File: src/rtl/core/sdmd_pkg.sv
// Shared types, constants and glyph font for the serial dot-matrix display controller.
// Depends on nothing; the design modules refer to it by scoped names.

package sdmd_pkg;

   // Frame and glyph geometry
   localparam int FRAME_BYTES  = 8;
   localparam int FRAME_IDX_W  = 3;
   localparam int GLYPH_ROWS   = 5;
   localparam int GLYPH_COUNT  = 18;
   localparam int SHIFT_LIMIT  = 20;
   localparam int SCAN_ROWS    = 8;

   // Configuration port
   localparam int CSR_ADDR_W   = 4;
   localparam int CSR_DATA_W   = 32;

   // Register indexes on the configuration port
   localparam logic [1:0] REG_HANDSHAKE_ZERO_COUNT = 2'd0;
   localparam logic [1:0] REG_BRIGHTNESS_SPAN      = 2'd1;
   localparam logic [1:0] REG_BRIGHTNESS_BASE      = 2'd2;

   // Register reset values
   localparam logic [7:0]  HZC_RESET   = 8'd6;
   localparam logic [11:0] SPAN_RESET  = 12'd550;
   localparam logic [11:0] BASE_RESET  = 12'd40;

   // State reset values
   localparam logic [11:0] COMPARE_RESET = 12'hFFF;
   localparam logic [7:0]  ROWS_OFF      = 8'hFF;
   localparam logic [7:0]  RAW_ROW_DRIVE = 8'h7F;

   // Input event codes
   typedef enum logic [1:0] {
      OP_RX_BYTE = 2'd0,
      OP_SCAN    = 2'd1,
      OP_ROW_OFF = 2'd2,
      OP_BRIGHT  = 2'd3
   } opcode_type;

   // Link modes
   typedef enum logic [1:0] {
      MODE_DISC = 2'd0,
      MODE_HAND = 2'd1,
      MODE_DISP = 2'd2
   } mode_type;

   // Classified commands handed from the front end to the back end
   typedef enum logic [2:0] {
      CMD_RX_BYTE  = 3'd0,
      CMD_RX_ERROR = 3'd1,
      CMD_SCAN     = 3'd2,
      CMD_ROW_OFF  = 3'd3,
      CMD_BRIGHT   = 3'd4
   } cmd_kind_type;

   typedef struct packed {
      cmd_kind_type kind;
      logic         zero;
      logic [7:0]   data;
   } cmd_type;

   typedef struct packed {
      logic empty;
      logic full;
   } queue_status_type;

   typedef struct packed {
      logic [7:0]  handshake_zero_count;
      logic [11:0] brightness_span;
      logic [11:0] brightness_base;
   } cfg_type;

   // Pack five 3-bit glyph rows, top row in the low bits
   function automatic logic [14:0] pack_rows(input logic [2:0] r0, input logic [2:0] r1,
                                             input logic [2:0] r2, input logic [2:0] r3,
                                             input logic [2:0] r4);
      return {r4, r3, r2, r1, r0};
   endfunction

   // Font ROM: 3-wide glyphs, five rows each; unknown codes are blank
   function automatic logic [14:0] glyph_bits(input logic [4:0] code);
      logic [14:0] bits;
      unique case (code)
         5'd0:    bits = pack_rows(3'd7, 3'd5, 3'd5, 3'd5, 3'd7);
         5'd1:    bits = pack_rows(3'd6, 3'd2, 3'd2, 3'd2, 3'd7);
         5'd2:    bits = pack_rows(3'd7, 3'd1, 3'd7, 3'd4, 3'd7);
         5'd3:    bits = pack_rows(3'd7, 3'd1, 3'd7, 3'd1, 3'd7);
         5'd4:    bits = pack_rows(3'd5, 3'd5, 3'd7, 3'd1, 3'd1);
         5'd5:    bits = pack_rows(3'd7, 3'd4, 3'd7, 3'd1, 3'd7);
         5'd6:    bits = pack_rows(3'd7, 3'd4, 3'd7, 3'd5, 3'd7);
         5'd7:    bits = pack_rows(3'd7, 3'd1, 3'd1, 3'd1, 3'd1);
         5'd8:    bits = pack_rows(3'd7, 3'd5, 3'd7, 3'd5, 3'd7);
         5'd9:    bits = pack_rows(3'd7, 3'd5, 3'd7, 3'd1, 3'd7);
         5'd10:   bits = pack_rows(3'd1, 3'd1, 3'd1, 3'd1, 3'd1);
         5'd11:   bits = pack_rows(3'd0, 3'd0, 3'd5, 3'd2, 3'd5);
         5'd12:   bits = pack_rows(3'd7, 3'd4, 3'd7, 3'd4, 3'd4);
         5'd13:   bits = pack_rows(3'd7, 3'd4, 3'd4, 3'd4, 3'd7);
         5'd14:   bits = pack_rows(3'd3, 3'd3, 3'd0, 3'd0, 3'd0);
         5'd15:   bits = pack_rows(3'd0, 3'd0, 3'd0, 3'd0, 3'd2);
         5'd16:   bits = pack_rows(3'd0, 3'd2, 3'd0, 3'd2, 3'd0);
         default: bits = '0;
      endcase
      return bits;
   endfunction

endpackage

File: src/rtl/core/sdmd_cmd_queue.sv
// Short command queue between the front end and the back end.
// Depends on sdmd_pkg.

module sdmd_cmd_queue #(
   parameter int DEPTH = 2
) (
   input  logic                       clock,
   input  logic                       reset,
   input  logic                       push,
   input  sdmd_pkg::cmd_type          push_cmd,
   input  logic                       pop,
   output logic                       head_valid,
   output sdmd_pkg::cmd_type          head_cmd,
   output sdmd_pkg::queue_status_type status
);

   localparam int PTR_W = $clog2(DEPTH);
   localparam int CNT_W = $clog2(DEPTH + 1);

   sdmd_pkg::cmd_type  mem [DEPTH];
   logic [PTR_W-1:0]   wr_ptr_ff, wr_ptr_in;
   logic [PTR_W-1:0]   rd_ptr_ff, rd_ptr_in;
   logic [CNT_W-1:0]   count_ff, count_in;

   // Advance pointers with wrap at the queue depth
   always_comb begin
      wr_ptr_in = wr_ptr_ff;
      rd_ptr_in = rd_ptr_ff;
      if (push) begin
         wr_ptr_in = (wr_ptr_ff == PTR_W'(DEPTH - 1)) ? '0 : wr_ptr_ff + 1'b1;
      end
      if (pop) begin
         rd_ptr_in = (rd_ptr_ff == PTR_W'(DEPTH - 1)) ? '0 : rd_ptr_ff + 1'b1;
      end
      count_in = count_ff + CNT_W'(push) - CNT_W'(pop);
   end

   always_ff @(posedge clock) begin
      if (reset) begin
         wr_ptr_ff <= '0;
         rd_ptr_ff <= '0;
         count_ff  <= '0;
      end else begin
         wr_ptr_ff <= wr_ptr_in;
         rd_ptr_ff <= rd_ptr_in;
         count_ff  <= count_in;
      end
   end

   // Store the pushed command
   always_ff @(posedge clock) begin
      if (push) begin
         mem[wr_ptr_ff] <= push_cmd;
      end
   end

   assign head_cmd     = mem[rd_ptr_ff];
   assign head_valid   = (count_ff != '0);
   assign status.empty = (count_ff == '0);
   assign status.full  = (count_ff == CNT_W'(DEPTH));

endmodule

File: config.mk
export PLATFORM = sky130hd
export DESIGN_NAME = sdmd_cmd_queue
export DESIGN_NICKNAME = d
export VERILOG_FILES = /design/src/rtl/core/sdmd_pkg.sv /design/src/rtl/core/sdmd_cmd_queue.sv
export SDC_FILE = /design/constraint.sdc
export NUM_CORES = 1
export LEC_CHECK = 0
export BUFFER_PORTS_ARGS = -buffer_cell sky130_fd_sc_hd__buf_4
export CAP_MARGIN = 20
export CORE_MARGIN = 3
export CORE_UTILIZATION = 46
export CTS_BUF_LIST = sky130_fd_sc_hd__clkbuf_8
export DETAILED_ROUTE_END_ITERATION = 12
export PLACE_DENSITY_LB_ADDON = 0.12
export SYNTH_ARGS = -nofsm -noshare
export SYNTH_HDL_FRONTEND = slang
export SYNTH_SLANG_ARGS = --single-unit
File: constraint.sdc
create_clock -name clock -period 1.5 [get_ports clock]
set_clock_uncertainty 0.1 [all_clocks]
set_input_delay 0 -clock clock [delete_from_list [all_inputs] [get_ports clock]]
set_output_delay 0 -clock clock [all_outputs]
set_load 0.05 [all_outputs]
==> impl_summary.txt <==
----------------------------------------------------
[Status]
  Outcome ... completed

[Clock network]
  Clk sinks ... 29
  Post-CTS clock slew at the launch and capture registers of the worst setup and hold paths ... 0.06 ns
  Insertion delay of the later-clocked pin in the worst-skew pair ... between 0.2 and 0.3 ns
  Htree depth ... 2
  Post-cts hold buffer count ... 16
  Post-CTS Setup Bufs ... 0
  Buffer cell driving the clock tree root ... clkbuf_8
  Number of clock buffers inserted by TritonCTS ... 5
  Maximum buffer depth of the clock tree ... 2
  Gates resized, CTS repair ... 0
  CTS tree ... done

[Detailed routing]
  Top metal layer carrying routed signals ... met4
  DR DRC count ... 0
  Drt initial violations ... 5
  Routed via count divided by cell count ... ~4.5
  Number of detailed-route iterations in the first pass ... 2
  Antenna violation net count after detailed routing ... 0
  Routed wl met3 ... 118 um
  Detail-routed net length per standard cell ... roughly 13 um
  Met2 wire len ... 1000 um
  DRT met1 WL ... slightly above 700 um
  Overall via count from detail_route ... 654
  Final wirelength ... 1910 um

[Synth]
  Fraction of the mapped netlist area in simple logic gates ... 0.0411
  Area fraction in compound gates after synthesis ... 0
  Dominant combinational cell family by area after synthesis ... multiplexers
  Xor and xnor area share after synthesis ... 0.0355
  Number of distinct library cells after synthesis ... 13
  Portion of netlist area occupied by mux cells ... 0.153
  Count of synthesis-stage warnings from yosys ... 0
  Post-synthesis adder-cell area fraction ... 0.0222
  Number of standard cells after synthesis ... 59
  Syn_nets ... 77
  Post-synthesis average cell area ... 19.1 sq um
  Total standard cell area after synthesis ... 0.00113 sq mm
  Synthesis-stage register bit count ... 29
  Post-synthesis sequential area ratio ... 0.728

[Power and ir drop]
  Leakage power ... ~0.71 nW
  Maximum vdd ir drop ... roughly 0.90 mV
  Reported net switching power ... 0.000607 W
  Portion of total power attributed to sequential cells ... 0.447
  PD cells ... 1290 mW/mm^2
  Combinational power share ... 0.266
  Total internal power ... about 0.0015 W
  Switching Fraction ... 0.283
  Clock share of power ... 0.286
  Total power ... around 0.0021 W

[Critical path]
  Worst setup SP type ... register
  Req. time, crit path ... 1.40 ns
  CP max FO ... 7
  Type of the setup path with the least slack ... register to output port
  Kind of end point of the critical path ... output port
  Worst endpoint data arrival time ... 1.31 ns

[Layout]
  Share of layout cells above drive strength 1 ... 0.444
  Final cell utilization of the core ... 0.733
  Post-layout nets ... approximately 140
  Commonest non-fill, non-tap cells in the layout ... buf_4, edfxtp_1, dlygate4sd3_1, mux2_4, clkbuf_8
  Antenna diode count ... 0
  Most common library cell in the layout ignoring fill and taps ... buf_4
  Synth-to-layout area growth ... 47.9%

[STA]
  Fin. max-slew vios ... 0
  Relative slew slack ... 0.883
  RSZ-0062 raised after global routing ... no
  Fraction of the cycle the final worst path needs ... 0.939
  Final hold violations ... 0
  Count of endpoints failing setup in the final report ... 0
  Worst Tran Pin Value ... between 0.15 and 0.2 ns
  Final worst path period need ... roughly 1.4 ns
  Max Clock Freq ... 710 MHz
  Aggregate negative setup slack ... 0 ns

[Global routing]
  Vias in the first global route ... 717
  Maximum number of pins on one net before global-route repair ... 9
  Residual overflow from global routing ... 0
  First-pass GRT wire length ... 3190 um
  Number of antenna violations at the first check in global routing ... 0
  Total GRT Usage ... 0.147

[Run]
  Max-cap violations ... 0

[Place]
  Placer's final routability congestion estimate ... approximately 0.60
  IO buf count ... 30
  HPWL Detailed ... 1240 um

[Floorplanning]
  Total I/O pin count ... 31
  Initial Util ... 0.495
  Die area ... about 0.0031 sq mm
  Height of the die ... 55.5 um
  Overall die width ... 55.5 um
  Area of the core ... between 0.002 and 0.0025 sq mm
  Floorplan row count ... 17

[Worst hold path]
  HP Class ... input port to register

----------------------------------------------------
## cell type report
class                      count  area (sq um)
multi-input combinational     26           284
sequential                    29           821
timing repair buffer          52           430
clock inverter                 1          3.75
clock buffer                   6          82.6
fill                         150           608
inverter                       3          11.3
tap                           28          35.0
## layer usage
| layer | vias to the layer above | global-route usage |
|---|---|---|
| li1 | 327 | - |
| met1 | 298 | 0.137 |
| met2 | 21 | 0.247 |
| met3 | 8 | 0.0678 |
| met4 | 0 | 0.115 |
| met5 | - | 0 |
## critical path: stages (launching register included)
cell,delay [ns]
dfxtp_1,0.32
buf_4,0.18
mux2_1,0.34
buf_4,0.19
## synthesized netlist by cell type
cell type | count | area (sq um)
dfxtp_1 | 5 | 100
nor2_1 | 4 | 15.0
or2_1 | 1 | 6.26
and2_1 | 1 | 6.26
inv_1 | 3 | 11.3
xnor2_1 | 2 | 17.5
xnor3_1 | 1 | 22.5
mux2_4 | 10 | 150
buf_6 | 1 | 11.3
nor2b_1 | 3 | 18.8
mux2_1 | 2 | 22.5
ha_1 | 2 | 25.0
edfxtp_1 | 24 | 721
## metrics by stage
stage | hold slack (ns) | instances | setup slack, ns | instance area [sq um]
2_1_floorplan | -0.0284 | 59 | 0.129 | 1130
3_3_place_gp | 0.0853 | 122 | 0.254 | 1420
3_5_place_dp | 0.0891 | 122 | 0.229 | 1420
4_1_cts | 0.344 | 145 | 0.0758 | 1670
5_1_grt | 0.355 | 145 | 0.0180 | 1670
6_report | 0.349 | 145 | 0.0917 | 1670
## power groups by stage
stage | Combinational, W | Sequential [W] | Clock (W)
final | 0.000571 | 0.000959 | 0.000614
after global routing | 0.000605 | 0.000965 | 0.000677
after CTS | 0.000576 | 0.000960 | 0.000638
after detailed placement | 0.000540 | 0.000976 | 0
after global placement | 0.000535 | 0.000973 | 0
after floorplan | 0.000380 | 0.000974 | 0
## worst paths after layout
kind | cells after the start | slack (ns) | from | to
max | 3 | 0.09 | register | head_cmd[4]
min | 2 | 0.35 | push_cmd[6] | mem[1][6]
max reg2reg | 3 | 0.21 | wr_ptr_ff | wr_ptr_ff
min reg2reg | 2 | 0.42 | rd_ptr_ff | rd_ptr_ff
## state kept, by name, summed over array words and instances (netlist names), named ones only
signal,count
count_ff,2
rd_ptr_ff,1
wr_ptr_ff,1
mem,24
## logic make-up after synthesis
| family | after synthesis |
|---|---|
| adder cells (fa/ha/maj) | 2 |
| buffers and inverters | 4 |
| flip-flops | 29 |
| AND/OR/NAND/NOR | 9 |
| XOR/XNOR | 3 |
| multiplexers | 12 |
Note: power is estimated with default switching activity, not from simulation.
