[config.mk]
export PLATFORM = sky130hd
export DESIGN_NAME = sdmd_front_flat
export DESIGN_NICKNAME = d
export VERILOG_FILES = /design/src/rtl/core/sdmd_pkg.sv /design/src/rtl/core/sdmd_req_if.sv /design/src/rtl/core/sdmd_front.sv /design/src/flat_wrapper.sv
export SDC_FILE = /design/constraint.sdc
export NUM_CORES = 1
export LEC_CHECK = 0
export BUFFER_PORTS_ARGS = -buffer_cell sky130_fd_sc_hd__buf_2
export CAP_MARGIN = 20
export CORE_AREA = 4 4 41 43
export DETAILED_ROUTE_END_ITERATION = 10
export DIE_AREA = 0 0 45 47
export PLACE_DENSITY_LB_ADDON = 0.1
export SYNTH_ARGS = -nofsm -noshare
export SYNTH_HDL_FRONTEND = slang
export SYNTH_SLANG_ARGS = --single-unit
[constraint.sdc]
create_clock -name vclk -period 0.8
set_input_delay 0.04 -clock vclk [all_inputs]
set_output_delay 0.04 -clock vclk [all_outputs]
set_load 0.05 [all_outputs]
[src/rtl/core/sdmd_pkg.sv]
// Shared types, constants and glyph font for the serial dot-matrix display controller.
// Depends on nothing; the design modules refer to it by scoped names.

package sdmd_pkg;

   // Frame and glyph geometry
   localparam int FRAME_BYTES  = 8;
   localparam int FRAME_IDX_W  = 3;
   localparam int GLYPH_ROWS   = 5;
   localparam int GLYPH_COUNT  = 18;
   localparam int SHIFT_LIMIT  = 20;
   localparam int SCAN_ROWS    = 8;

   // Configuration port
   localparam int CSR_ADDR_W   = 4;
   localparam int CSR_DATA_W   = 32;

   // Register indexes on the configuration port
   localparam logic [1:0] REG_HANDSHAKE_ZERO_COUNT = 2'd0;
   localparam logic [1:0] REG_BRIGHTNESS_SPAN      = 2'd1;
   localparam logic [1:0] REG_BRIGHTNESS_BASE      = 2'd2;

   // Register reset values
   localparam logic [7:0]  HZC_RESET   = 8'd6;
   localparam logic [11:0] SPAN_RESET  = 12'd550;
   localparam logic [11:0] BASE_RESET  = 12'd40;

   // State reset values
   localparam logic [11:0] COMPARE_RESET = 12'hFFF;
   localparam logic [7:0]  ROWS_OFF      = 8'hFF;
   localparam logic [7:0]  RAW_ROW_DRIVE = 8'h7F;

   // Input event codes
   typedef enum logic [1:0] {
      OP_RX_BYTE = 2'd0,
      OP_SCAN    = 2'd1,
      OP_ROW_OFF = 2'd2,
      OP_BRIGHT  = 2'd3
   } opcode_type;

   // Link modes
   typedef enum logic [1:0] {
      MODE_DISC = 2'd0,
      MODE_HAND = 2'd1,
      MODE_DISP = 2'd2
   } mode_type;

   // Classified commands handed from the front end to the back end
   typedef enum logic [2:0] {
      CMD_RX_BYTE  = 3'd0,
      CMD_RX_ERROR = 3'd1,
      CMD_SCAN     = 3'd2,
      CMD_ROW_OFF  = 3'd3,
      CMD_BRIGHT   = 3'd4
   } cmd_kind_type;

   typedef struct packed {
      cmd_kind_type kind;
      logic         zero;
      logic [7:0]   data;
   } cmd_type;

   typedef struct packed {
      logic empty;
      logic full;
   } queue_status_type;

   typedef struct packed {
      logic [7:0]  handshake_zero_count;
      logic [11:0] brightness_span;
      logic [11:0] brightness_base;
   } cfg_type;

   // Pack five 3-bit glyph rows, top row in the low bits
   function automatic logic [14:0] pack_rows(input logic [2:0] r0, input logic [2:0] r1,
                                             input logic [2:0] r2, input logic [2:0] r3,
                                             input logic [2:0] r4);
      return {r4, r3, r2, r1, r0};
   endfunction

   // Font ROM: 3-wide glyphs, five rows each; unknown codes are blank
   function automatic logic [14:0] glyph_bits(input logic [4:0] code);
      logic [14:0] bits;
      unique case (code)
         5'd0:    bits = pack_rows(3'd7, 3'd5, 3'd5, 3'd5, 3'd7);
         5'd1:    bits = pack_rows(3'd6, 3'd2, 3'd2, 3'd2, 3'd7);
         5'd2:    bits = pack_rows(3'd7, 3'd1, 3'd7, 3'd4, 3'd7);
         5'd3:    bits = pack_rows(3'd7, 3'd1, 3'd7, 3'd1, 3'd7);
         5'd4:    bits = pack_rows(3'd5, 3'd5, 3'd7, 3'd1, 3'd1);
         5'd5:    bits = pack_rows(3'd7, 3'd4, 3'd7, 3'd1, 3'd7);
         5'd6:    bits = pack_rows(3'd7, 3'd4, 3'd7, 3'd5, 3'd7);
         5'd7:    bits = pack_rows(3'd7, 3'd1, 3'd1, 3'd1, 3'd1);
         5'd8:    bits = pack_rows(3'd7, 3'd5, 3'd7, 3'd5, 3'd7);
         5'd9:    bits = pack_rows(3'd7, 3'd5, 3'd7, 3'd1, 3'd7);
         5'd10:   bits = pack_rows(3'd1, 3'd1, 3'd1, 3'd1, 3'd1);
         5'd11:   bits = pack_rows(3'd0, 3'd0, 3'd5, 3'd2, 3'd5);
         5'd12:   bits = pack_rows(3'd7, 3'd4, 3'd7, 3'd4, 3'd4);
         5'd13:   bits = pack_rows(3'd7, 3'd4, 3'd4, 3'd4, 3'd7);
         5'd14:   bits = pack_rows(3'd3, 3'd3, 3'd0, 3'd0, 3'd0);
         5'd15:   bits = pack_rows(3'd0, 3'd0, 3'd0, 3'd0, 3'd2);
         5'd16:   bits = pack_rows(3'd0, 3'd2, 3'd0, 3'd2, 3'd0);
         default: bits = '0;
      endcase
      return bits;
   endfunction

endpackage

[src/rtl/core/sdmd_req_if.sv]
// Input event channel: valid/ready handshake carrying one event word.
// Depends on nothing.

interface sdmd_req_if;
   logic       valid;
   logic       ready;
   logic [1:0] opcode;
   logic [7:0] rx_byte;
   logic       frame_error;

   modport source(output valid, output opcode, output rx_byte, output frame_error,
                  input ready);
   modport sink(input valid, input opcode, input rx_byte, input frame_error,
                output ready);
endinterface

[src/rtl/core/sdmd_front.sv]
// Front end: takes event words from the input channel and classifies them into commands.
// Depends on sdmd_pkg and sdmd_req_if.

module sdmd_front (
   sdmd_req_if.sink                   req_chan,
   input  sdmd_pkg::queue_status_type q_status,
   output logic                       push,
   output sdmd_pkg::cmd_type          push_cmd
);

   // Accept whenever the command queue has room
   assign req_chan.ready = !q_status.full;
   assign push           = req_chan.valid && !q_status.full;

   // Classify the event; a framing error overrides the byte itself
   always_comb begin
      push_cmd.data = req_chan.rx_byte;
      push_cmd.zero = (req_chan.rx_byte == 8'd0);
      unique case (sdmd_pkg::opcode_type'(req_chan.opcode))
         sdmd_pkg::OP_RX_BYTE: push_cmd.kind = req_chan.frame_error ? sdmd_pkg::CMD_RX_ERROR
                                                                    : sdmd_pkg::CMD_RX_BYTE;
         sdmd_pkg::OP_SCAN:    push_cmd.kind = sdmd_pkg::CMD_SCAN;
         sdmd_pkg::OP_ROW_OFF: push_cmd.kind = sdmd_pkg::CMD_ROW_OFF;
         sdmd_pkg::OP_BRIGHT:  push_cmd.kind = sdmd_pkg::CMD_BRIGHT;
         default:              push_cmd.kind = sdmd_pkg::CMD_SCAN;
      endcase
   end

endmodule

[src/flat_wrapper.sv]
// flat-port wrapper written by rule: the top's interface ports become plain ports
module sdmd_front_flat 
  (q_status, push, push_cmd, req_chan_valid, req_chan_opcode, req_chan_rx_byte, req_chan_frame_error, req_chan_ready);
  sdmd_req_if req_chan_i ();
  input  sdmd_pkg::queue_status_type q_status;
  output logic push;
  output sdmd_pkg::cmd_type push_cmd;
  input wire logic [$bits(req_chan_i.valid)-1:0] req_chan_valid;
  input wire logic [$bits(req_chan_i.opcode)-1:0] req_chan_opcode;
  input wire logic [$bits(req_chan_i.rx_byte)-1:0] req_chan_rx_byte;
  input wire logic [$bits(req_chan_i.frame_error)-1:0] req_chan_frame_error;
  output wire logic [$bits(req_chan_i.ready)-1:0] req_chan_ready;
  assign req_chan_i.valid = req_chan_valid;
  assign req_chan_i.opcode = req_chan_opcode;
  assign req_chan_i.rx_byte = req_chan_rx_byte;
  assign req_chan_i.frame_error = req_chan_frame_error;
  assign req_chan_ready = req_chan_i.ready;
  sdmd_front u_core (.req_chan(req_chan_i), .q_status(q_status), .push(push), .push_cmd(push_cmd));
endmodule
==> results of run 1 <==
[metrics by stage]
step / cells / worst slack [ns] / TNS (ns) / utilization
3_5_place_dp: 54 / -0.285 / -0.435 / 0.201
6_report: 55 / -0.177 / -0.182 / 0.264
2_1_floorplan: 19 / -0.109 / -0.109 / -
4_1_cts: 55 / -0.186 / -0.191 / 0.255
3_3_place_gp: 54 / -0.278 / -0.395 / 0.201
5_1_grt: 55 / -0.202 / -0.222 / 0.264
[logic make-up after synthesis]
kind of cell,count (synthesis)
muxes,1
buffers and inverters,11
adders and majority gates,3
and+or+nand+nor,4
[what timing repair did]
item	CTS	global route
setup buffers	1	0
hold endpoints to repair	0	0
hold buffers	0	0
endpoints found under the setup margin	2	2
resized for setup	17	3
pin swaps	3	3
[layer usage]
layer	share of wire	track usage
met3	0.13	0
met1	0.25	0.0315
met4	0	0
met2	0.62	0.116
met5	0	0
[power breakdown]
| group | total, uW | internal [uW] | switching [uW] |
|---|---|---|---|
| combinational | 284 | 98.4 | 186 |
| clock | 0 | 0 | 0 |
| sequential | 0 | 0 | 0 |
| total | 284 | 98.4 | 186 |
[layout by cell type, fill, tap and decap left out, drive strengths merged]
master	instances
or4	2
nor2	1
inv	3
ha	3
mux2	1
nor2b	1
buf	29
[worst paths after layout]
kind / cells after the start / end / slack [ns] / start
setup / recovery: 4 / push_cmd[8] / -0.18 / req_chan_rx_byte[2]
hold / removal: 2 / push_cmd[6] / 0.37 / req_chan_rx_byte[6]
[area by class of cell]
type	count	area, um2	share of cell area
tap	15	18.8	0.0545
timing repair buffer	29	199	0.578
inverter	3	18.8	0.0545
multi-input combinational	8	108	0.313
==> qor.csv, run 1 <==
metric,value,unit
outcome,finished with violations,
failing checks,setup timing,
most frequent cell after synthesis,buf_4,
Final Instance Area,344,um2
"Slew Viols, Final",0,
worst stage delay on the critical path,0.53,ns
"Top cell by count, worst path",buf_6,
CP top delay family,simple AND/OR/NAND/NOR gates,
CP max stage cell,or4_4,
DP HPWL,445,um
"area leader, netlist",buf_4,
Starting Density,0.112,
RSZ-0062 raised after global routing,true,
antenna-violating nets left,0,
Hold Path Class,input pin to output pin,
Area Overhead vs Synth,137,%
complex-gate fraction of the synthesized area,0,
largest net degree at the start of global routing,4,
diodes inserted,0,
actual slew at the worst max-slew pin,0.252,ns
max cap viols,0,
Slew HR,0.833,
"Setup violations, final",2,
mux contribution to synthesized area,0.0776,
num rows,13,
drt via density,3.47,
CP Cell Sequence,"buf_6, or4_4, nor2_4, buf_6",
DR iter-0 viols,1,
largest family of logic cells by synthesized area,buffers and inverters,
Seq cells,0,
Power Total,284,uW
# DRC,0,
crit path time final,0.977,ns
crit path kind,input pin to output pin,
die area,2120,um2
worst-path fanout max,2,
leakage power total,0.000186,uW
CP bufs+invs,2,
Post-synth top cells,"8 x buf_4, 3 x ha_1, 3 x inv_1",
GPL Wtd Cong,0.608,
Nets,59,
Critical Path RT,0.76,ns
share of the synthesized area in the top cell type,0.414,
Hold WS,0.369,ns
Tot GR Track Use,0.0433,
fillers,157,
FMAX,1020,MHz
"Seq/Total Area, Yosys",0,
mapped cell area,145,um2
post-route setup slack,-0.177,ns
via count,191,
WP data arrival,0.94,ns
worst vdd ir,0.153,mV
XOR/XNOR Fraction of Synth Area,0,
# IOs,28,
Mapped Nets,36,
crit share post-route,1.22,
Die Wd,45,um
die height,47,um
CP endpoint kind,output pin,
placed cell area,262,um2
Pre-antenna DRT Iters,2,
Post-Synth Simple-Gate Area,0.172,
WL/cell,9.40,um
Register Area,0,um2
adder-cell area share of the yosys netlist,0.259,
"top cells by area, synth","buf_4 41%, ha_1 26%, or4_1 10%",
IO Port Bufs,27,
Startpoint Class,input pin,
Yosys warnings,0,
Routed WL,517,um
initial antenna violation count,0,
first-pass GRT wire length,690,um
"Distinct cells, synth",7,
Core Area,1300,um2
Hold Fails Final Rpt,0,
vias in the first global route,184,
Power Density,827,nW/um2
Synth Instances,19,
Synth Area per Inst,7.64,um2
clk_buf instances,0,
fraction of layout cells with a size suffix above 1,0.925,
total congestion overflow,0,
Note: power is estimated with default switching activity, not from simulation.
==> run 2: changes to the inputs <==
- ABC_AREA: not set -> 0
- BUFFER_PORTS_ARGS: -buffer_cell sky130_fd_sc_hd__buf_2 -> -buffer_cell sky130_fd_sc_hd__clkbuf_2
==> run 2 against run 1 <==
Compared with the run above: cell area rose by 0.36%; largest power group unchanged; wire length rose by 12%; highest routed layer is now met4; total power rose by 1.3%; first-iteration DRC count fell by 100%; worst hold slack improved by 0.025 ns; count of clock-buffer cells in the layout did not move; flip-flop and latch count did not move; the run still ends with setup timing left.
==> qor.csv, run 2 (same netlist as run 1, synthesis figures left out) <==
metric,value,unit,change
# IOs,28,,unchanged
Power Density,834,nW/um2,+0.91%
vias in the first global route,186,,+1.1%
CP top delay family,simple AND/OR/NAND/NOR gates,,
Starting Density,0.112,,unchanged
Hold Path Class,input pin to output pin,,
fraction of layout cells with a size suffix above 1,0.925,,unchanged
worst-path fanout max,2,,unchanged
die height,47,um,unchanged
num rows,13,,unchanged
initial antenna violation count,0,,unchanged
failing checks,setup timing,,
# DRC,0,,unchanged
worst vdd ir,0.157,mV,+2.5%
Seq cells,0,,unchanged
placed cells,54,,unchanged
CP Cell Sequence,"clkbuf_2, or4_4, nor2_4, buf_8",,
Routed WL,581,um,+12%
"Slew Viols, Final",0,,unchanged
die area,2120,um2,unchanged
WP data arrival,0.94,ns,about the same
antenna-violating nets left,0,,unchanged
leakage power total,0.000191,uW,+2.7%
fin util,0.265,,+0.000962
drt via density,3.69,,+6.3%
GPL Wtd Cong,0.598,,-1.7%
most frequent cells in the layout,"23 x clkbuf_2, 3 x buf_8, 2 x or4_4, 2 x buf_4",,
post-route insts no fill,55,,unchanged
Worst path depth,4,,unchanged
worst stage delay on the critical path,0.54,ns,about the same
crit share post-route,1.23,,+0.00422
Core Area,1300,um2,unchanged
Pre-antenna DRT Iters,1,,-1
WHS Path Cells,2,,unchanged
"Setup violations, final",2,,unchanged
Hold WS,0.394,ns,+0.0252 ns
CP max stage cell,or4_4,,
FMAX,1020,MHz,-0.34%
Post-CTS Hold Fix Bufs,0,,unchanged
Startpoint Class,input pin,,
Critical Path RT,0.76,ns,about the same
Tot GR Track Use,0.0472,,+0.00393
post-route setup slack,-0.181,ns,-0.00338 ns
IO Port Bufs,27,,unchanged
CP bufs+invs,2,,unchanged
pre-CTS setup slack,-0.285,ns,+0.000479 ns
diodes inserted,0,,unchanged
Area Overhead vs Synth,138,%,
actual slew at the worst max-slew pin,0.286,ns,+0.0344 ns
CP endpoint kind,output pin,,
Register Area,0,um2,unchanged
Hold Fails Final Rpt,0,,unchanged
max cap viols,0,,unchanged
largest net degree at the start of global routing,4,,unchanged
Slew HR,0.810,,-0.0233
DR iter-0 viols,0,,-1
Final Instance Area,345,um2,+0.36%
crit path kind,input pin to output pin,,
placed cell area,262,um2,unchanged
outcome,finished with violations,,
Nets,59,,unchanged
"commonest non-fill, non-tap cell in the layout",clkbuf_2,,
clk_buf instances,0,,unchanged
RSZ-0062 raised after global routing,true,,
Die Wd,45,um,unchanged
total congestion overflow,0,,unchanged
crit path time final,0.981,ns,+0.00338 ns
WL/cell,10.6,um,+12%
via count,203,,+6.3%
first-pass GRT wire length,752,um,+9.0%
-- run 2: layout make-up --
type                            instances  area (um2)
Fill cell                             155         956
Timing Repair Buffer                   29         200
Inverter                                3        18.8
Tap cell                               15        18.8
Multi-Input combinational cell          8         108
-- run 2: report_power, final --
group | total (uW) | switching (uW) | leakage, uW | internal [uW]
combinational | 288 | 190 | 0.000191 | 98.3
sequential | 0 | 0 | 0 | 0
clock | 0 | 0 | 0 | 0
total | 288 | 190 | 0.000191 | 98.3
-- run 2: worst paths after layout --
kind | from | to | slack (ns)
max | req_chan_rx_byte[1] | push_cmd[8] | -0.18
min | req_chan_rx_byte[3] | push_cmd[3] | 0.39
-- run 2: layer usage --
layer  wire, um  up-vias  track usage  share of wire
met2        387       16        0.133           0.67
met3         47        2            0          0.081
met4         25        0            0          0.043
met1        120       88       0.0292           0.21
li1           -       97            -              -
met5          0        -            0              0
-- run 2: per-stage QoR --
step / total power (uW) / TNS [ns]
2_1_floorplan: 197 / -0.109
3_3_place_gp: 239 / -0.416
3_5_place_dp: 243 / -0.444
4_1_cts: 280 / -0.246
5_1_grt: 303 / -0.273
6_report: 288 / -0.213
-- run 2: what timing repair did --
action | in CTS | in global routing
pin swaps | 1 | 1
setup endpoints to repair | 2 | 2
cloned | 0 | 0
setup buffers | 1 | 0
gates resized for setup | 13 | 7
==> run 3: changes to the inputs <==
==> constraint.sdc (replaced) <==
create_clock -name vclk -period 0.8
set_input_delay 0.04 -clock vclk [all_inputs]
set_output_delay 0.04 -clock vclk [all_outputs]
set_load 0.005 [all_outputs]
==> run 3 against run 2 <==
Compared with the run above: the flow still finishes with violations (setup timing); maximum frequency grew 7.0%; critical path depth unchanged; core utilization is 1.7 points lower; total power down 49%; worst hold slack got worse by 0.13 ns; sequential share of layout area unchanged; cell area down 6.5%; count of clock-buffer cells in the layout did not move; flip-flop and latch count unchanged; global-route usage grew 0.079 points; first-iteration DRC count did not move; combinational power shrank 49%; critical endpoint unchanged.
==> qor.csv, run 3 (same netlist as run 1, synthesis figures left out) <==
metric,value,unit,change
crit path kind,input pin to output pin,,
initial antenna violation count,0,,unchanged
diodes inserted,0,,unchanged
worst vdd ir,0.107,mV,-32%
vias in the first global route,210,,+13%
CP Cell Sequence,"buf_6, or4_1, nor2_1, buf_2",,
actual slew at the worst max-slew pin,0.0895,ns,-0.197 ns
fillers,147,,-5.2%
# DRC,0,,unchanged
Hold EP,push_cmd[2],,
DP HPWL,490,um,
antenna-violating nets left,0,,unchanged
Power Density,454,nW/um2,-46%
via count,218,,+7.4%
worst-path fanout max,2,,unchanged
WHS Path Cells,2,,unchanged
die area,2120,um2,unchanged
Seq cells,0,,unchanged
post-route setup slack,-0.116,ns,+0.0644 ns
clk_buf instances,0,,unchanged
num rows,13,,unchanged
Register Area,0,um2,unchanged
DR iter-0 viols,0,,unchanged
outcome,finished with violations,,
WL/cell,9.14,um,-13%
Core Area,1300,um2,unchanged
die height,47,um,unchanged
multi-input logic area,92.6,um2,-14%
WP data arrival,0.88,ns,-0.06 ns
"commonest non-fill, non-tap cell in the layout",clkbuf_2,,
Post-CTS Hold Fix Bufs,0,,unchanged
Fin Setup TNS,-0.116,ns,+0.0972 ns
crit path time final,0.916,ns,-0.0644 ns
Routed WL,530,um,-8.8%
CP max stage cell,or4_1,,
leakage power total,0.000194,uW,+1.5%
Startpoint Class,input pin,,
"Slew Viols, Final",0,,unchanged
Pre-antenna DRT Iters,1,,unchanged
crit share post-route,1.15,,-0.0805
largest net degree at the start of global routing,4,,unchanged
Nets,62,,+5.1%
IO Port Bufs,27,,unchanged
Tot GR Track Use,0.0480,,+0.000787
Slew HR,0.940,,+0.130
Hold Path Class,input pin to output pin,,
RSZ-0062 raised after global routing,true,,
total congestion overflow,0,,unchanged
max cap viols,0,,unchanged
fraction of layout cells with a size suffix above 1,0.860,,-0.0645
most frequent cells in the layout,"22 x clkbuf_2, 5 x buf_4, 4 x buf_6, 2 x or4_1",,
first-pass GRT wire length,786,um,+4.5%
Critical Path RT,0.76,ns,about the same
Hold Startpoint,req_chan_rx_byte[2],,
FMAX,1090,MHz,+7.0%
GPL Wtd Cong,0.684,,+14%
Area Overhead vs Synth,122,%,
CP bufs+invs,2,,unchanged
Hold WS,0.267,ns,-0.127 ns
"Setup violations, final",1,,-1
Die Wd,45,um,unchanged
Starting Density,0.112,,unchanged
CP endpoint kind,output pin,,
failing checks,setup timing,,
worst stage delay on the critical path,0.50,ns,-0.04 ns
# IOs,28,,unchanged
Final Instance Area,323,um2,-6.5%
drt via density,3.76,,+1.8%
Hold Fails Final Rpt,0,,unchanged
CP top delay family,simple AND/OR/NAND/NOR gates,,
placed cell area,277,um2,+5.7%
==> run 3: cell count changes in the layout (fill, tap and decap cells not counted), sizes merged <==
cell | previous run | this run
clkbuf | 24 | 22
buf | 5 | 10
==> run 3: through the flow <==
stage	util	instances	setup slack, ns	power [uW]
global route	0.248	58	-0.143	161
detailed placement	0.213	58	-0.138	120
finish	0.248	58	-0.116	147
floorplan	-	19	0.0849	54.1
CTS	0.227	58	-0.138	132
global placement	0.213	58	-0.109	117
==> run 3: worst max-delay path by stage <==
| stage | startpoint | end | slack, ns | cells after the start |
|---|---|---|---|---|
| floorplan | req_chan_rx_byte[5] | push_cmd[8] | 0.08 | 2 |
| global placement | req_chan_rx_byte[5] | push_cmd[8] | -0.11 | 4 |
| detailed placement | req_chan_rx_byte[5] | push_cmd[8] | -0.14 | 4 |
| CTS | req_chan_rx_byte[2] | push_cmd[8] | -0.14 | 4 |
| global route | req_chan_rx_byte[5] | push_cmd[8] | -0.14 | 4 |
| finish | req_chan_rx_byte[5] | push_cmd[8] | -0.12 | 4 |
==> run 3: where the power goes <==
part           internal [uW]  total (uW)  switching [uW]  leakage (uW)
clock network              0           0               0             0
logic                   94.2         147            52.4      0.000194
registers                  0           0               0             0
total                   94.2         147            52.4      0.000194
==> run 3: per-layer routing <==
metal / routed length [um] / share of wire / up-vias / GRT usage
met5: 0 / 0 / - / 0
met4: 0 / 0 / 0 / 0
met3: 108 / 0.20 / 0 / 0.00383
met2: 258 / 0.49 / 26 / 0.119
met1: 163 / 0.31 / 89 / 0.0404
li1: - / - / 103 / -
==> run 3: final cells by class <==
class	instances	area share
Tap cell	15	0.0581
Inverter	3	0.0426
Timing Repair Buffer	32	0.612
Multi-Input combinational cell	8	0.287
==> run 3: timing repair <==
action | CTS | global route
endpoints found under the setup margin | 2 | 2
pin swaps | 2 | 2
gates resized for setup | 6 | 9
buffers inserted | 0 | 0
