### src/rtl/core/sdmd_pkg.sv
// Shared types, constants and glyph font for the serial dot-matrix display controller.
// Depends on nothing; the design modules refer to it by scoped names.

package sdmd_pkg;

   // Frame and glyph geometry
   localparam int FRAME_BYTES  = 8;
   localparam int FRAME_IDX_W  = 3;
   localparam int GLYPH_ROWS   = 5;
   localparam int GLYPH_COUNT  = 18;
   localparam int SHIFT_LIMIT  = 20;
   localparam int SCAN_ROWS    = 8;

   // Configuration port
   localparam int CSR_ADDR_W   = 4;
   localparam int CSR_DATA_W   = 32;

   // Register indexes on the configuration port
   localparam logic [1:0] REG_HANDSHAKE_ZERO_COUNT = 2'd0;
   localparam logic [1:0] REG_BRIGHTNESS_SPAN      = 2'd1;
   localparam logic [1:0] REG_BRIGHTNESS_BASE      = 2'd2;

   // Register reset values
   localparam logic [7:0]  HZC_RESET   = 8'd6;
   localparam logic [11:0] SPAN_RESET  = 12'd550;
   localparam logic [11:0] BASE_RESET  = 12'd40;

   // State reset values
   localparam logic [11:0] COMPARE_RESET = 12'hFFF;
   localparam logic [7:0]  ROWS_OFF      = 8'hFF;
   localparam logic [7:0]  RAW_ROW_DRIVE = 8'h7F;

   // Input event codes
   typedef enum logic [1:0] {
      OP_RX_BYTE = 2'd0,
      OP_SCAN    = 2'd1,
      OP_ROW_OFF = 2'd2,
      OP_BRIGHT  = 2'd3
   } opcode_type;

   // Link modes
   typedef enum logic [1:0] {
      MODE_DISC = 2'd0,
      MODE_HAND = 2'd1,
      MODE_DISP = 2'd2
   } mode_type;

   // Classified commands handed from the front end to the back end
   typedef enum logic [2:0] {
      CMD_RX_BYTE  = 3'd0,
      CMD_RX_ERROR = 3'd1,
      CMD_SCAN     = 3'd2,
      CMD_ROW_OFF  = 3'd3,
      CMD_BRIGHT   = 3'd4
   } cmd_kind_type;

   typedef struct packed {
      cmd_kind_type kind;
      logic         zero;
      logic [7:0]   data;
   } cmd_type;

   typedef struct packed {
      logic empty;
      logic full;
   } queue_status_type;

   typedef struct packed {
      logic [7:0]  handshake_zero_count;
      logic [11:0] brightness_span;
      logic [11:0] brightness_base;
   } cfg_type;

   // Pack five 3-bit glyph rows, top row in the low bits
   function automatic logic [14:0] pack_rows(input logic [2:0] r0, input logic [2:0] r1,
                                             input logic [2:0] r2, input logic [2:0] r3,
                                             input logic [2:0] r4);
      return {r4, r3, r2, r1, r0};
   endfunction

   // Font ROM: 3-wide glyphs, five rows each; unknown codes are blank
   function automatic logic [14:0] glyph_bits(input logic [4:0] code);
      logic [14:0] bits;
      unique case (code)
         5'd0:    bits = pack_rows(3'd7, 3'd5, 3'd5, 3'd5, 3'd7);
         5'd1:    bits = pack_rows(3'd6, 3'd2, 3'd2, 3'd2, 3'd7);
         5'd2:    bits = pack_rows(3'd7, 3'd1, 3'd7, 3'd4, 3'd7);
         5'd3:    bits = pack_rows(3'd7, 3'd1, 3'd7, 3'd1, 3'd7);
         5'd4:    bits = pack_rows(3'd5, 3'd5, 3'd7, 3'd1, 3'd1);
         5'd5:    bits = pack_rows(3'd7, 3'd4, 3'd7, 3'd1, 3'd7);
         5'd6:    bits = pack_rows(3'd7, 3'd4, 3'd7, 3'd5, 3'd7);
         5'd7:    bits = pack_rows(3'd7, 3'd1, 3'd1, 3'd1, 3'd1);
         5'd8:    bits = pack_rows(3'd7, 3'd5, 3'd7, 3'd5, 3'd7);
         5'd9:    bits = pack_rows(3'd7, 3'd5, 3'd7, 3'd1, 3'd7);
         5'd10:   bits = pack_rows(3'd1, 3'd1, 3'd1, 3'd1, 3'd1);
         5'd11:   bits = pack_rows(3'd0, 3'd0, 3'd5, 3'd2, 3'd5);
         5'd12:   bits = pack_rows(3'd7, 3'd4, 3'd7, 3'd4, 3'd4);
         5'd13:   bits = pack_rows(3'd7, 3'd4, 3'd4, 3'd4, 3'd7);
         5'd14:   bits = pack_rows(3'd3, 3'd3, 3'd0, 3'd0, 3'd0);
         5'd15:   bits = pack_rows(3'd0, 3'd0, 3'd0, 3'd0, 3'd2);
         5'd16:   bits = pack_rows(3'd0, 3'd2, 3'd0, 3'd2, 3'd0);
         default: bits = '0;
      endcase
      return bits;
   endfunction

endpackage

### src/rtl/core/sdmd_csr.sv
// APB-style configuration registers: zero-byte threshold, brightness span and base.
// Depends on sdmd_pkg.

module sdmd_csr (
   input  logic                              clock,
   input  logic                              reset,
   input  logic                              csr_psel,
   input  logic                              csr_penable,
   input  logic                              csr_pwrite,
   input  logic [sdmd_pkg::CSR_ADDR_W-1:0]   csr_paddr,
   input  logic [sdmd_pkg::CSR_DATA_W-1:0]   csr_pwdata,
   output logic [sdmd_pkg::CSR_DATA_W-1:0]   csr_prdata,
   output logic                              csr_pready,
   output sdmd_pkg::cfg_type                 cfg
);

   logic [7:0]  hzc_ff, hzc_in;
   logic [11:0] span_ff, span_in;
   logic [11:0] base_ff, base_in;
   logic        wr_en;
   logic [1:0]  reg_idx;

   assign reg_idx    = csr_paddr[3:2];
   assign wr_en      = csr_psel && csr_penable && csr_pwrite;
   assign csr_pready = 1'b1;

   // Decode writes; an unknown index leaves everything as it is
   always_comb begin
      hzc_in  = hzc_ff;
      span_in = span_ff;
      base_in = base_ff;
      if (wr_en) begin
         unique case (reg_idx)
            sdmd_pkg::REG_HANDSHAKE_ZERO_COUNT: hzc_in  = csr_pwdata[7:0];
            sdmd_pkg::REG_BRIGHTNESS_SPAN:      span_in = csr_pwdata[11:0];
            sdmd_pkg::REG_BRIGHTNESS_BASE:      base_in = csr_pwdata[11:0];
            default:                            hzc_in  = hzc_ff;
         endcase
      end
   end

   always_ff @(posedge clock) begin
      if (reset) begin
         hzc_ff  <= sdmd_pkg::HZC_RESET;
         span_ff <= sdmd_pkg::SPAN_RESET;
         base_ff <= sdmd_pkg::BASE_RESET;
      end else begin
         hzc_ff  <= hzc_in;
         span_ff <= span_in;
         base_ff <= base_in;
      end
   end

   // Read back the addressed register
   always_comb begin
      unique case (reg_idx)
         sdmd_pkg::REG_HANDSHAKE_ZERO_COUNT: csr_prdata = {24'd0, hzc_ff};
         sdmd_pkg::REG_BRIGHTNESS_SPAN:      csr_prdata = {20'd0, span_ff};
         sdmd_pkg::REG_BRIGHTNESS_BASE:      csr_prdata = {20'd0, base_ff};
         default:                            csr_prdata = '0;
      endcase
   end

   assign cfg.handshake_zero_count = hzc_ff;
   assign cfg.brightness_span      = span_ff;
   assign cfg.brightness_base      = base_ff;

endmodule

### config.mk
export PLATFORM = sky130hd
export DESIGN_NAME = sdmd_csr
export DESIGN_NICKNAME = d
export VERILOG_FILES = /design/src/rtl/core/sdmd_pkg.sv /design/src/rtl/core/sdmd_csr.sv
export SDC_FILE = /design/constraint.sdc
export NUM_CORES = 1
export LEC_CHECK = 0
export ABC_CLOCK_PERIOD_IN_PS = 1150
export BUFFER_PORTS_ARGS = -buffer_cell sky130_fd_sc_hd__buf_2
export CAP_MARGIN = 5
export CORE_UTILIZATION = 40
export CTS_CLUSTER_DIAMETER = 120
export DETAILED_ROUTE_END_ITERATION = 10
export GPL_ROUTABILITY_DRIVEN = 0
export GPL_TIMING_DRIVEN = 1
export PLACE_DENSITY = 0.75
export SLEW_MARGIN = 20
export SYNTH_ARGS = -nofsm -noshare
export SYNTH_HDL_FRONTEND = slang
export SYNTH_SLANG_ARGS = --single-unit
export TNS_END_PERCENT = 20
### constraint.sdc
create_clock -name clock -period 1.15 [get_ports clock]
set_input_delay 0.0575 -clock clock [delete_from_list [all_inputs] [get_ports clock]]
set_output_delay 0.0575 -clock clock [all_outputs]
set_load 0.01 [all_outputs]
==> metrics.md, run 1 <==
| Metric | Value |
|---|---|
| I/O pins | `106` |
| Hold Fails Final Rpt | `0` |
| Worst Hold Class | `primary input to register` |
| Netlist Area Pre-Place | `1760 sq um` |
| Max-Cap Viols | `0` |
| ANT cells | `0` |
| GRT Util Overall | `17.1%` |
| Crit-path max FO | `3` |
| Clk_lat worst skew | `0.28 ns` |
| Synthesized area per cell | `9.73 sq um` |
| CP Capture Type | `output port` |
| Netlist cell types | `21` |
| Synth warn | `0` |
| Worst Hold Slack | `0.0519 ns` |
| P_leak | `0.00110 uW` |
| Core area | `4120 sq um` |
| Die Ht | `68.4 um` |
| H-tree Lvls | `2` |
| Synth top area share | `36.4%` |
| Startpoint types | `register` |
| Via count | `1,398` |
| # rows | `23` |
| Post-route ant nets | `0` |
| Top-count cell post-synth | `mux2i_1` |
| Die Footprint | `4670 sq um` |
| CP Buf/Inv Count | `1` |
| Setup tns final | `0 ns` |
| Vias in the first global route | `1,217` |
| Vias per cell | `4.63` |
| Drt drc | `0` |
| Area growth syn-to-layout | `24.1%` |
| Overall routed net length | `3700 um` |
| Fmax | `0.944 GHz` |
| Post-synth top area cell | `dfxtp_1` |
| Hold Buf Count CTS | `0` |
| Clock Skew | `0 ns` |
| Unrepaired setup endpoints after global routing | `no` |
| Arrival @ worst endpoint | `1.00 ns` |
| Crit path kind | `register to output port` |
| Post-layout min period | `1.06 ns` |
| Final cell utilization of the core | `53.1%` |
| Layout cell share with drive strength beyond 1 | `34.9%` |
| Status | `finished clean` |
| Clock Sinks | `32` |
| Worst VDD drop | `0.000573 V` |
| Cells after synthesis | `181` |
| Area contributors post-synth | `dfxtp_1, mux2i_1, nand2b_1` |
| Final nets | `292` |
| Register bit total from synthesis | `32` |
| First-pass GRT wire length | `5770 um` |
| PD cells | `1050 nW/um^2` |
| Antenna violations before repair | `0` |
| Post-synthesis async set-or-reset flop share | `0%` |
| CTS buffer count | `5` |
| EDFF count, synth | `0` |
| Setup bufs post-CTS | `0` |
| Clk pin slew, worst setup/hold paths | `0.07 ns` |
| CTS tree | `yes` |
| Die Width | `68.4 um` |
| Fin. max-slew vios | `0` |
| CP max stage cell | `dfxtp_1` |
| Total congestion overflow | `0` |
| Critical Path, Cell by Cell | `mux2i_1 -> o21ai_0 -> buf_2` |
| Most frequent cells after synthesis | `mux2i_1, dfxtp_1, nand2b_1` |
| Pin count of the biggest net entering global routing | `50` |
| Clock buffer depth | `2` |
| Per-cell routed wire length | `12.3 um` |
| Hpwl dp | `2790 um` |
| Post-synthesis sequential area ratio | `36.4%` |
| DRT Pass-1 Iters | `2` |
| 1st-iter DRT viols | `77` |
| Root Buffer | `clkbuf_8` |
| Max stage delay on crit path | `0.37 ns` |
| Worst EP required | `1.09 ns` |
| # resized after CTS | `0` |
| Most used DFF post-synth | `dfxtp_1` |
| Starting Density | `42.8%` |
| Final Setup Violations | `0` |
| Crit share post-route | `92.1%` |
| Largest delay contributor family on the critical path | `flip-flops` |
| IO Port Bufs | `62` |
-- cells by family (layout without fill, tap and decap cells) --
kind of cell,after synthesis,count (layout),share of synthesized area [%]
AO/OA/AOI/OAI,12,12,4.26
multiplexers,40,40,22.7
flip-flops,32,32,36.4
other,2,21,0.426
buffers and inverters,31,83,13.4
AND/OR/NAND/NOR,64,64,22.8
-- worst register-to-register path, cell delays in order (launching register included) --
cell and delay, ns:
dfxtp_1 0.36, or2b_1 0.24, mux2i_1 0.12
-- area by class of cell --
cell class | count | area [sq um]
clock buffers | 6 | 82.6
clock inverters | 2 | 10.0
fillers | 395 | 1930
multi-input cells | 137 | 958
flip-flops and latches | 32 | 641
well taps | 50 | 62.6
repair buffers | 75 | 433
-- report_power, final --
part | switching (uW) | leakage (uW) | internal [uW]
clock network | 400 | 0.0000510 | 477
logic | 160 | 0.000792 | 125
registers | 10.5 | 0.000259 | 1120
-- cells in the final DEF (no fill, tap or decap), drive strengths merged --
cell type,synthesis,final
buf,28,75
and2b,1,1
nor2b,1,1
nand2,8,8
dfxtp,32,32
nand2b,28,28
or2b,8,8
a22o,4,4
conb,2,21
or3,1,1
nand4,1,1
nand3,1,1
o21ai,8,8
clkbuf,2,6
nor3b,2,2
nor2,13,13
mux2i,40,40
clkinv,0,2
-- path summary, 6_finish.rpt --
check	startpoint	end	slack [ns]	cells after the start
worst max-delay path	span_ff[3]$_SDFFE_PP0P_	csr_prdata[3]	0.09	3
worst min-delay path	csr_pwdata[1]	base_ff[1]$_SDFFE_PP0P_	0.05	3
worst max register to register	hzc_ff[5]$_SDFFE_PP0P_	hzc_ff[5]$_SDFFE_PP0P_	0.37	2
worst min register to register	base_ff[7]$_SDFFE_PP0P_	base_ff[7]$_SDFFE_PP0P_	0.49	2
-- routing by layer --
| layer | wire (um) | share of wire (%) | up-vias | GRT usage, % |
|---|---|---|---|---|
| li1 | - | - | 700 | - |
| met4 | 18 | 0.49 | 0 | 6.51 |
| met3 | 192 | 5.2 | 2 | 4.50 |
| met1 | 1780 | 48 | 645 | 22.4 |
| met5 | 0 | 0 | - | 0 |
| met2 | 1710 | 46 | 51 | 26.3 |
-- per-stage QoR --
step	std cells	area, sq um	setup slack (ns)	total power [uW]
2_1_floorplan	200	1830	0.292	1390
3_3_place_gp	294	2090	0.0614	1440
3_5_place_dp	294	2090	0.0695	1440
4_1_cts	302	2180	0.0290	2330
5_1_grt	302	2190	0.0197	2420
6_report	302	2190	0.0909	2300
-- flip-flops by register name, summed over array words and instances (netlist names) --
register  cells
base_ff      12
hzc_ff        8
span_ff      12
No activity file was read; power rests on OpenSTA's default activity.
==> inputs of run 2 (changes only) <==
--- a/config.mk
+++ b/config.mk
@@ -8,12 +8,12 @@
 export ABC_CLOCK_PERIOD_IN_PS = 1150
 export BUFFER_PORTS_ARGS = -buffer_cell sky130_fd_sc_hd__buf_2
 export CAP_MARGIN = 5
-export CORE_UTILIZATION = 40
+export CORE_UTILIZATION = 35
 export CTS_CLUSTER_DIAMETER = 120
 export DETAILED_ROUTE_END_ITERATION = 10
 export GPL_ROUTABILITY_DRIVEN = 0
 export GPL_TIMING_DRIVEN = 1
-export PLACE_DENSITY = 0.75
+export PLACE_DENSITY = 0.67
 export SLEW_MARGIN = 20
 export SYNTH_ARGS = -nofsm -noshare
 export SYNTH_HDL_FRONTEND = slang
==> run 2 against run 1 <==
Setup slack got worse by 0.019 ns. Die area rose by 14%. Flip-flop and latch count did not move. Sequential share of layout area fell by 0.18 points. Critical path type unchanged. Clock-buffer cell count did not move. Wire length rose by 3.4%. Clock skew did not move. Critical endpoint is now csr_prdata[5].
==> metrics.md, run 2 (synthesis results as in run 1) <==
| Metric | Value |
|---|---|
| Pin count of the biggest net entering global routing | `50` |
| Layout cell share with drive strength beyond 1 | `34.5%` |
| Antenna violations before repair | `0` |
| CTS buffer count | `5` |
| Combinational Power Share | `13.1%` |
| Worst Hold Class | `primary input to register` |
| Largest delay contributor family on the critical path | `flip-flops` |
| Status | `finished clean` |
| Crit share post-route | `93.7%` |
| ANT cells | `0` |
| Post-layout instance count excluding filler cells | `319` |
| Unrepaired setup endpoints after global routing | `no` |
| Final cell utilization of the core | `46.0%` |
| Most common cell after layout, fill and taps aside | `buf_2` |
| Hpwl dp | `2850 um` |
| Total congestion overflow | `0` |
| Clock Skew | `0 ns` |
| H-tree Lvls | `2` |
| Post-layout min period | `1.08 ns` |
| I/O pins | `106` |
| IO Port Bufs | `62` |
| 1st-iter DRT viols | `49` |
| Die Footprint | `5320 sq um` |
| First-pass GRT wire length | `5960 um` |
| Die Ht | `72.9 um` |
| GRT Util Overall | `15.3%` |
| Starting Density | `36.8%` |
| Clk_lat worst skew | `0.28 ns` |
| Crit-path max FO | `3` |
| Switching part of the total | `25.6%` |
| Share of power burned in registers | `50.7%` |
| Hold Buf Count CTS | `0` |
| Fin. max-slew vios | `0` |
| Area growth syn-to-layout | `24.9%` |
| Final Setup Violations | `0` |
| CP max stage cell | `dfxtp_1` |
| Clock buffer depth | `2` |
| # rows | `25` |
| Net Switching | `573 uW` |
| PD cells | `1020 nW/um^2` |
| CTS tree | `yes` |
| Crit path kind | `register to output port` |
| Startpoint types | `register` |
| Drt drc | `0` |
| Setup tns final | `0 ns` |
| Placed cells | `312` |
| DRT Pass-1 Iters | `4` |
| Overall routed net length | `3830 um` |
| Vias per cell | `4.34` |
| Arrival @ worst endpoint | `1.02 ns` |
| Vias in the first global route | `1,247` |
| Via count | `1,383` |
| CP Capture Type | `output port` |
| Max-Cap Viols | `0` |
| Core area | `4790 sq um` |
| Worst EP required | `1.09 ns` |
| Commonest non-fill, non-tap cells in the layout | `buf_2, mux2i_1, dfxtp_1, nand2b_1, conb_1` |
| Die Width | `72.9 um` |
| CP Buf/Inv Count | `1` |
| Fillers | `483` |
| Clock Sinks | `32` |
| Clk pin slew, worst setup/hold paths | `0.06 ns` |
| Clock power share | `36.2%` |
| Fmax | `0.928 GHz` |
| Worst VDD drop | `0.000612 V` |
| Per-cell routed wire length | `12.0 um` |
| Largest regs | `base_ff (12), span_ff (12), hzc_ff (8)` |
| Root Buffer | `clkbuf_8` |
| Max stage delay on crit path | `0.36 ns` |
| Post-route ant nets | `0` |
| Int Pwr | `1660 uW` |
| P_leak | `0.00110 uW` |
| Final nets | `293` |
| Critical Path, Cell by Cell | `mux2i_1 -> o21ai_1 -> buf_2` |
| Hold Fails Final Rpt | `0` |
==> run 2: final cells by class <==
class                      count  area, sq um  area share (%)
clock inverter                 1         5.00           0.227
timing repair buffer          76          440            20.0
sequential                    32          641            29.1
tap                           67         83.8            3.81
multi-input combinational    137          958            43.5
clock buffer                   6         72.6            3.30
==> run 2: worst min-delay path: cells and delay by family <==
kind	cells	cell delay, ns
buf+inv	1	0.09
mux	1	0.10
simple gates	1	0.05
==> run 2: repair_timing <==
| item | CTS | global route |
|---|---|---|
| gates resized for setup | 0 | 6 |
| buffers inserted | 0 | 0 |
| setup endpoints to repair | 0 | 9 |
==> run 2: per-stage QoR <==
stage | setup slack (ns) | total power, uW | hold WS (ns) | instance area [sq um]
floorplan | 0.292 | 1390 | 0.213 | 1830
global placement | 0.00950 | 1450 | 0.336 | 2120
detailed placement | 0.00830 | 1450 | 0.347 | 2120
CTS | 0.0213 | 2240 | 0.0536 | 2200
global route | 0.0269 | 2330 | 0.0573 | 2200
finish | 0.0723 | 2240 | 0.0510 | 2200
==> run 2: power groups by stage <==
stage               clock, uW  combinational (uW)  sequential (uW)
floorplan                   0                 223             1160
global placement            0                 289             1160
detailed placement          0                 291             1160
CTS                       812                 293             1130
global route              877                 321             1130
finish                    810                 292             1130
==> run 2: routing by layer <==
layer | track usage (%) | vias up | part of all wire, %
li1 | - | 698 | -
met1 | 20.1 | 626 | 47
met2 | 23.3 | 53 | 45
met3 | 4.28 | 6 | 6.4
met4 | 7.19 | 0 | 1.5
met5 | 0 | - | 0
==> run 2: worst paths after layout <==
check,startpoint,endpoint,slack (ns),depth (start not counted)
setup / recovery,span_ff[5]$_SDFFE_PP1P_,csr_prdata[5],0.07,3
setup reg to reg,hzc_ff[0]$_SDFFE_PP0P_,hzc_ff[0]$_SDFFE_PP0P_,0.36,2
hold / removal,csr_pwdata[5],base_ff[5]$_SDFFE_PP1P_,0.05,3
hold reg to reg,base_ff[9]$_SDFFE_PP0P_,base_ff[9]$_SDFFE_PP0P_,0.49,2
==> inputs of run 3 (changes only) <==
--- a/config.mk
+++ b/config.mk
@@ -14,6 +14,7 @@
 export GPL_ROUTABILITY_DRIVEN = 0
 export GPL_TIMING_DRIVEN = 1
 export PLACE_DENSITY = 0.67
+export RECOVER_POWER = 50
 export SLEW_MARGIN = 20
 export SYNTH_ARGS = -nofsm -noshare
 export SYNTH_HDL_FRONTEND = slang
==> run 3 against run 2 <==
Sequential power barely moved. Clock-buffer cell count did not move. Clock power barely moved. Total power fell by 0.65%. Worst hold slack improved by 0.0015 ns. Sequential share of layout area rose by 0.94 points.
==> metrics.md, run 3 (synthesis results as in run 1) <==
| Metric | Value |
|---|---|
| Status | `finished clean` |
| Critical Path, Cell by Cell | `mux2i_1 -> o21ai_1 -> buf_2` |
| Reg2reg setup slack | `0.36 ns` |
| Total congestion overflow | `0` |
| Core area | `4790 sq um` |
| RR Endpoint | `hzc_ff[0]$_SDFFE_PP0P_` |
| Starting Density | `36.8%` |
| Power, Total | `2220 uW` |
| Final nets | `293` |
| Hold Path Origin | `csr_pwdata[5]` |
| CP max stage cell | `dfxtp_1` |
| Max stage delay on crit path | `0.36 ns` |
| Fillers | `494` |
| Clk_lat worst skew | `0.28 ns` |
| First-pass GRT wire length | `5960 um` |
| Clock Skew | `0 ns` |
| 1st-iter DRT viols | `38` |
| Crit-path max FO | `3` |
| CP Buf/Inv Count | `1` |
| Antenna violations before repair | `0` |
| CTS tree | `yes` |
| R2r startpoint | `hzc_ff[0]$_SDFFE_PP0P_` |
| Final Setup Violations | `0` |
| Die Footprint | `5320 sq um` |
| Area growth syn-to-layout | `21.0%` |
| Via count | `1,387` |
| Post-layout instance count excluding filler cells | `319` |
| I/O pins | `106` |
| Largest delay contributor family on the critical path | `flip-flops` |
| DRT Pass-1 Iters | `4` |
| Crit path kind | `register to output port` |
| Worst R2R Path Depth | `2` |
| Critical Path Stages | `3` |
| CTS buffer count | `5` |
| Clk pin slew, worst setup/hold paths | `0.06 ns` |
| GRT Util Overall | `15.3%` |
| # rows | `25` |
| Crit share post-route | `93.0%` |
| Worst Hold Class | `primary input to register` |
| Unrepaired setup endpoints after global routing | `no` |
| Placed cells | `312` |
| Arrival @ worst endpoint | `1.01 ns` |
| Fin. max-slew vios | `0` |
| Fmax | `0.935 GHz` |
| Post-layout min period | `1.07 ns` |
| Vias per cell | `4.35` |
| ANT cells | `0` |
| PD cells | `1040 nW/um^2` |
| Pin count of the biggest net entering global routing | `50` |
| Most common cell after layout, fill and taps aside | `buf_2` |
| Post-route ant nets | `0` |
| H-tree Lvls | `2` |
| Commonest non-fill, non-tap cells in the layout | `buf_2, mux2i_1, dfxtp_1, nand2b_1, conb_1` |
| P_leak | `0.00102 uW` |
| Worst EP required | `1.09 ns` |
| Drt drc | `0` |
| Die Width | `72.9 um` |
| Max-Cap Viols | `0` |
| Hpwl dp | `2850 um` |
| Setup tns final | `0 ns` |
| Layout cell share with drive strength beyond 1 | `27.0%` |
| IO Port Bufs | `62` |
| Largest regs | `base_ff (12), span_ff (12), hzc_ff (8)` |
| Root Buffer | `clkbuf_8` |
| CP Capture Type | `output port` |
| Hold endpoint | `base_ff[5]$_SDFFE_PP1P_` |
| Per-cell routed wire length | `12.0 um` |
| Die Ht | `72.9 um` |
| Setup bufs post-CTS | `0` |
| Worst VDD drop | `0.000612 V` |
| Startpoint types | `register` |
| Clock buffer depth | `2` |
| Vias in the first global route | `1,247` |
| Overall routed net length | `3830 um` |
| Hold Crit Depth | `3` |
| Hold Fails Final Rpt | `0` |
| Clock Sinks | `32` |
-- run 3: worst max path at each step --
stage,start,endpoint,slack (ns)
finish,span_ff[5]$_SDFFE_PP1P_,csr_prdata[5],0.08
global route,span_ff[1]$_SDFFE_PP1P_,csr_prdata[1],0.03
CTS,span_ff[5]$_SDFFE_PP1P_,csr_prdata[5],0.02
detailed placement,csr_paddr[3],base_ff[0]$_SDFFE_PP0P_,0.008
global placement,csr_paddr[3],base_ff[0]$_SDFFE_PP0P_,0.009
floorplan,csr_paddr[2],base_ff[10]$_SDFFE_PP0P_,0.29
-- run 3: per-stage QoR --
stage / hold slack, ns / util (%) / instance area, sq um / setup WS, ns
6_report: 0.0525 / 44.5 / 2130 / 0.0810
5_1_grt: 0.0573 / 44.5 / 2130 / 0.0269
4_1_cts: 0.0536 / 45.9 / 2200 / 0.0213
3_5_place_dp: 0.347 / 44.3 / 2120 / 0.00830
3_3_place_gp: 0.336 / 44.3 / 2120 / 0.00950
2_1_floorplan: 0.213 / - / 1830 / 0.292
-- run 3: power by group --
part | leakage (uW) | internal, uW | total [uW] | switching, uW
Combinational | 0.000724 | 120 | 280 | 160
Clock | 0.0000410 | 411 | 808 | 397
Sequential | 0.000259 | 1120 | 1130 | 10.6
-- run 3: routing by layer --
metal	GRT usage [%]	share of wire (%)	wire, um	vias up
met4	7.19	1.5	59	0
met5	0	0	0	-
met2	23.3	45	1720	54
met1	20.1	47	1810	626
met3	4.28	6.2	238	8
li1	-	-	-	699
-- run 3: area by class of cell --
type	instances	area [sq um]	share of cell area, %
clock inverters	1	5.00	0.235
clock buffers	6	72.6	3.40
well taps	67	83.8	3.93
repair buffers	76	394	18.5
multi-input cells	137	936	43.9
flip-flops and latches	32	641	30.0
-- run 3: tightest hold or removal path: cells and delay by family --
family,cells,cell delay [ns]
buffers and inverters,1,0.09
and+or+nand+nor,1,0.05
muxes,1,0.10
-- run 3: timing repair --
item / 4_1_cts / 5_1_grt
endpoints found under the setup margin: 0 / 9
resized for setup: 0 / 6
hold buffers: 0 / 0
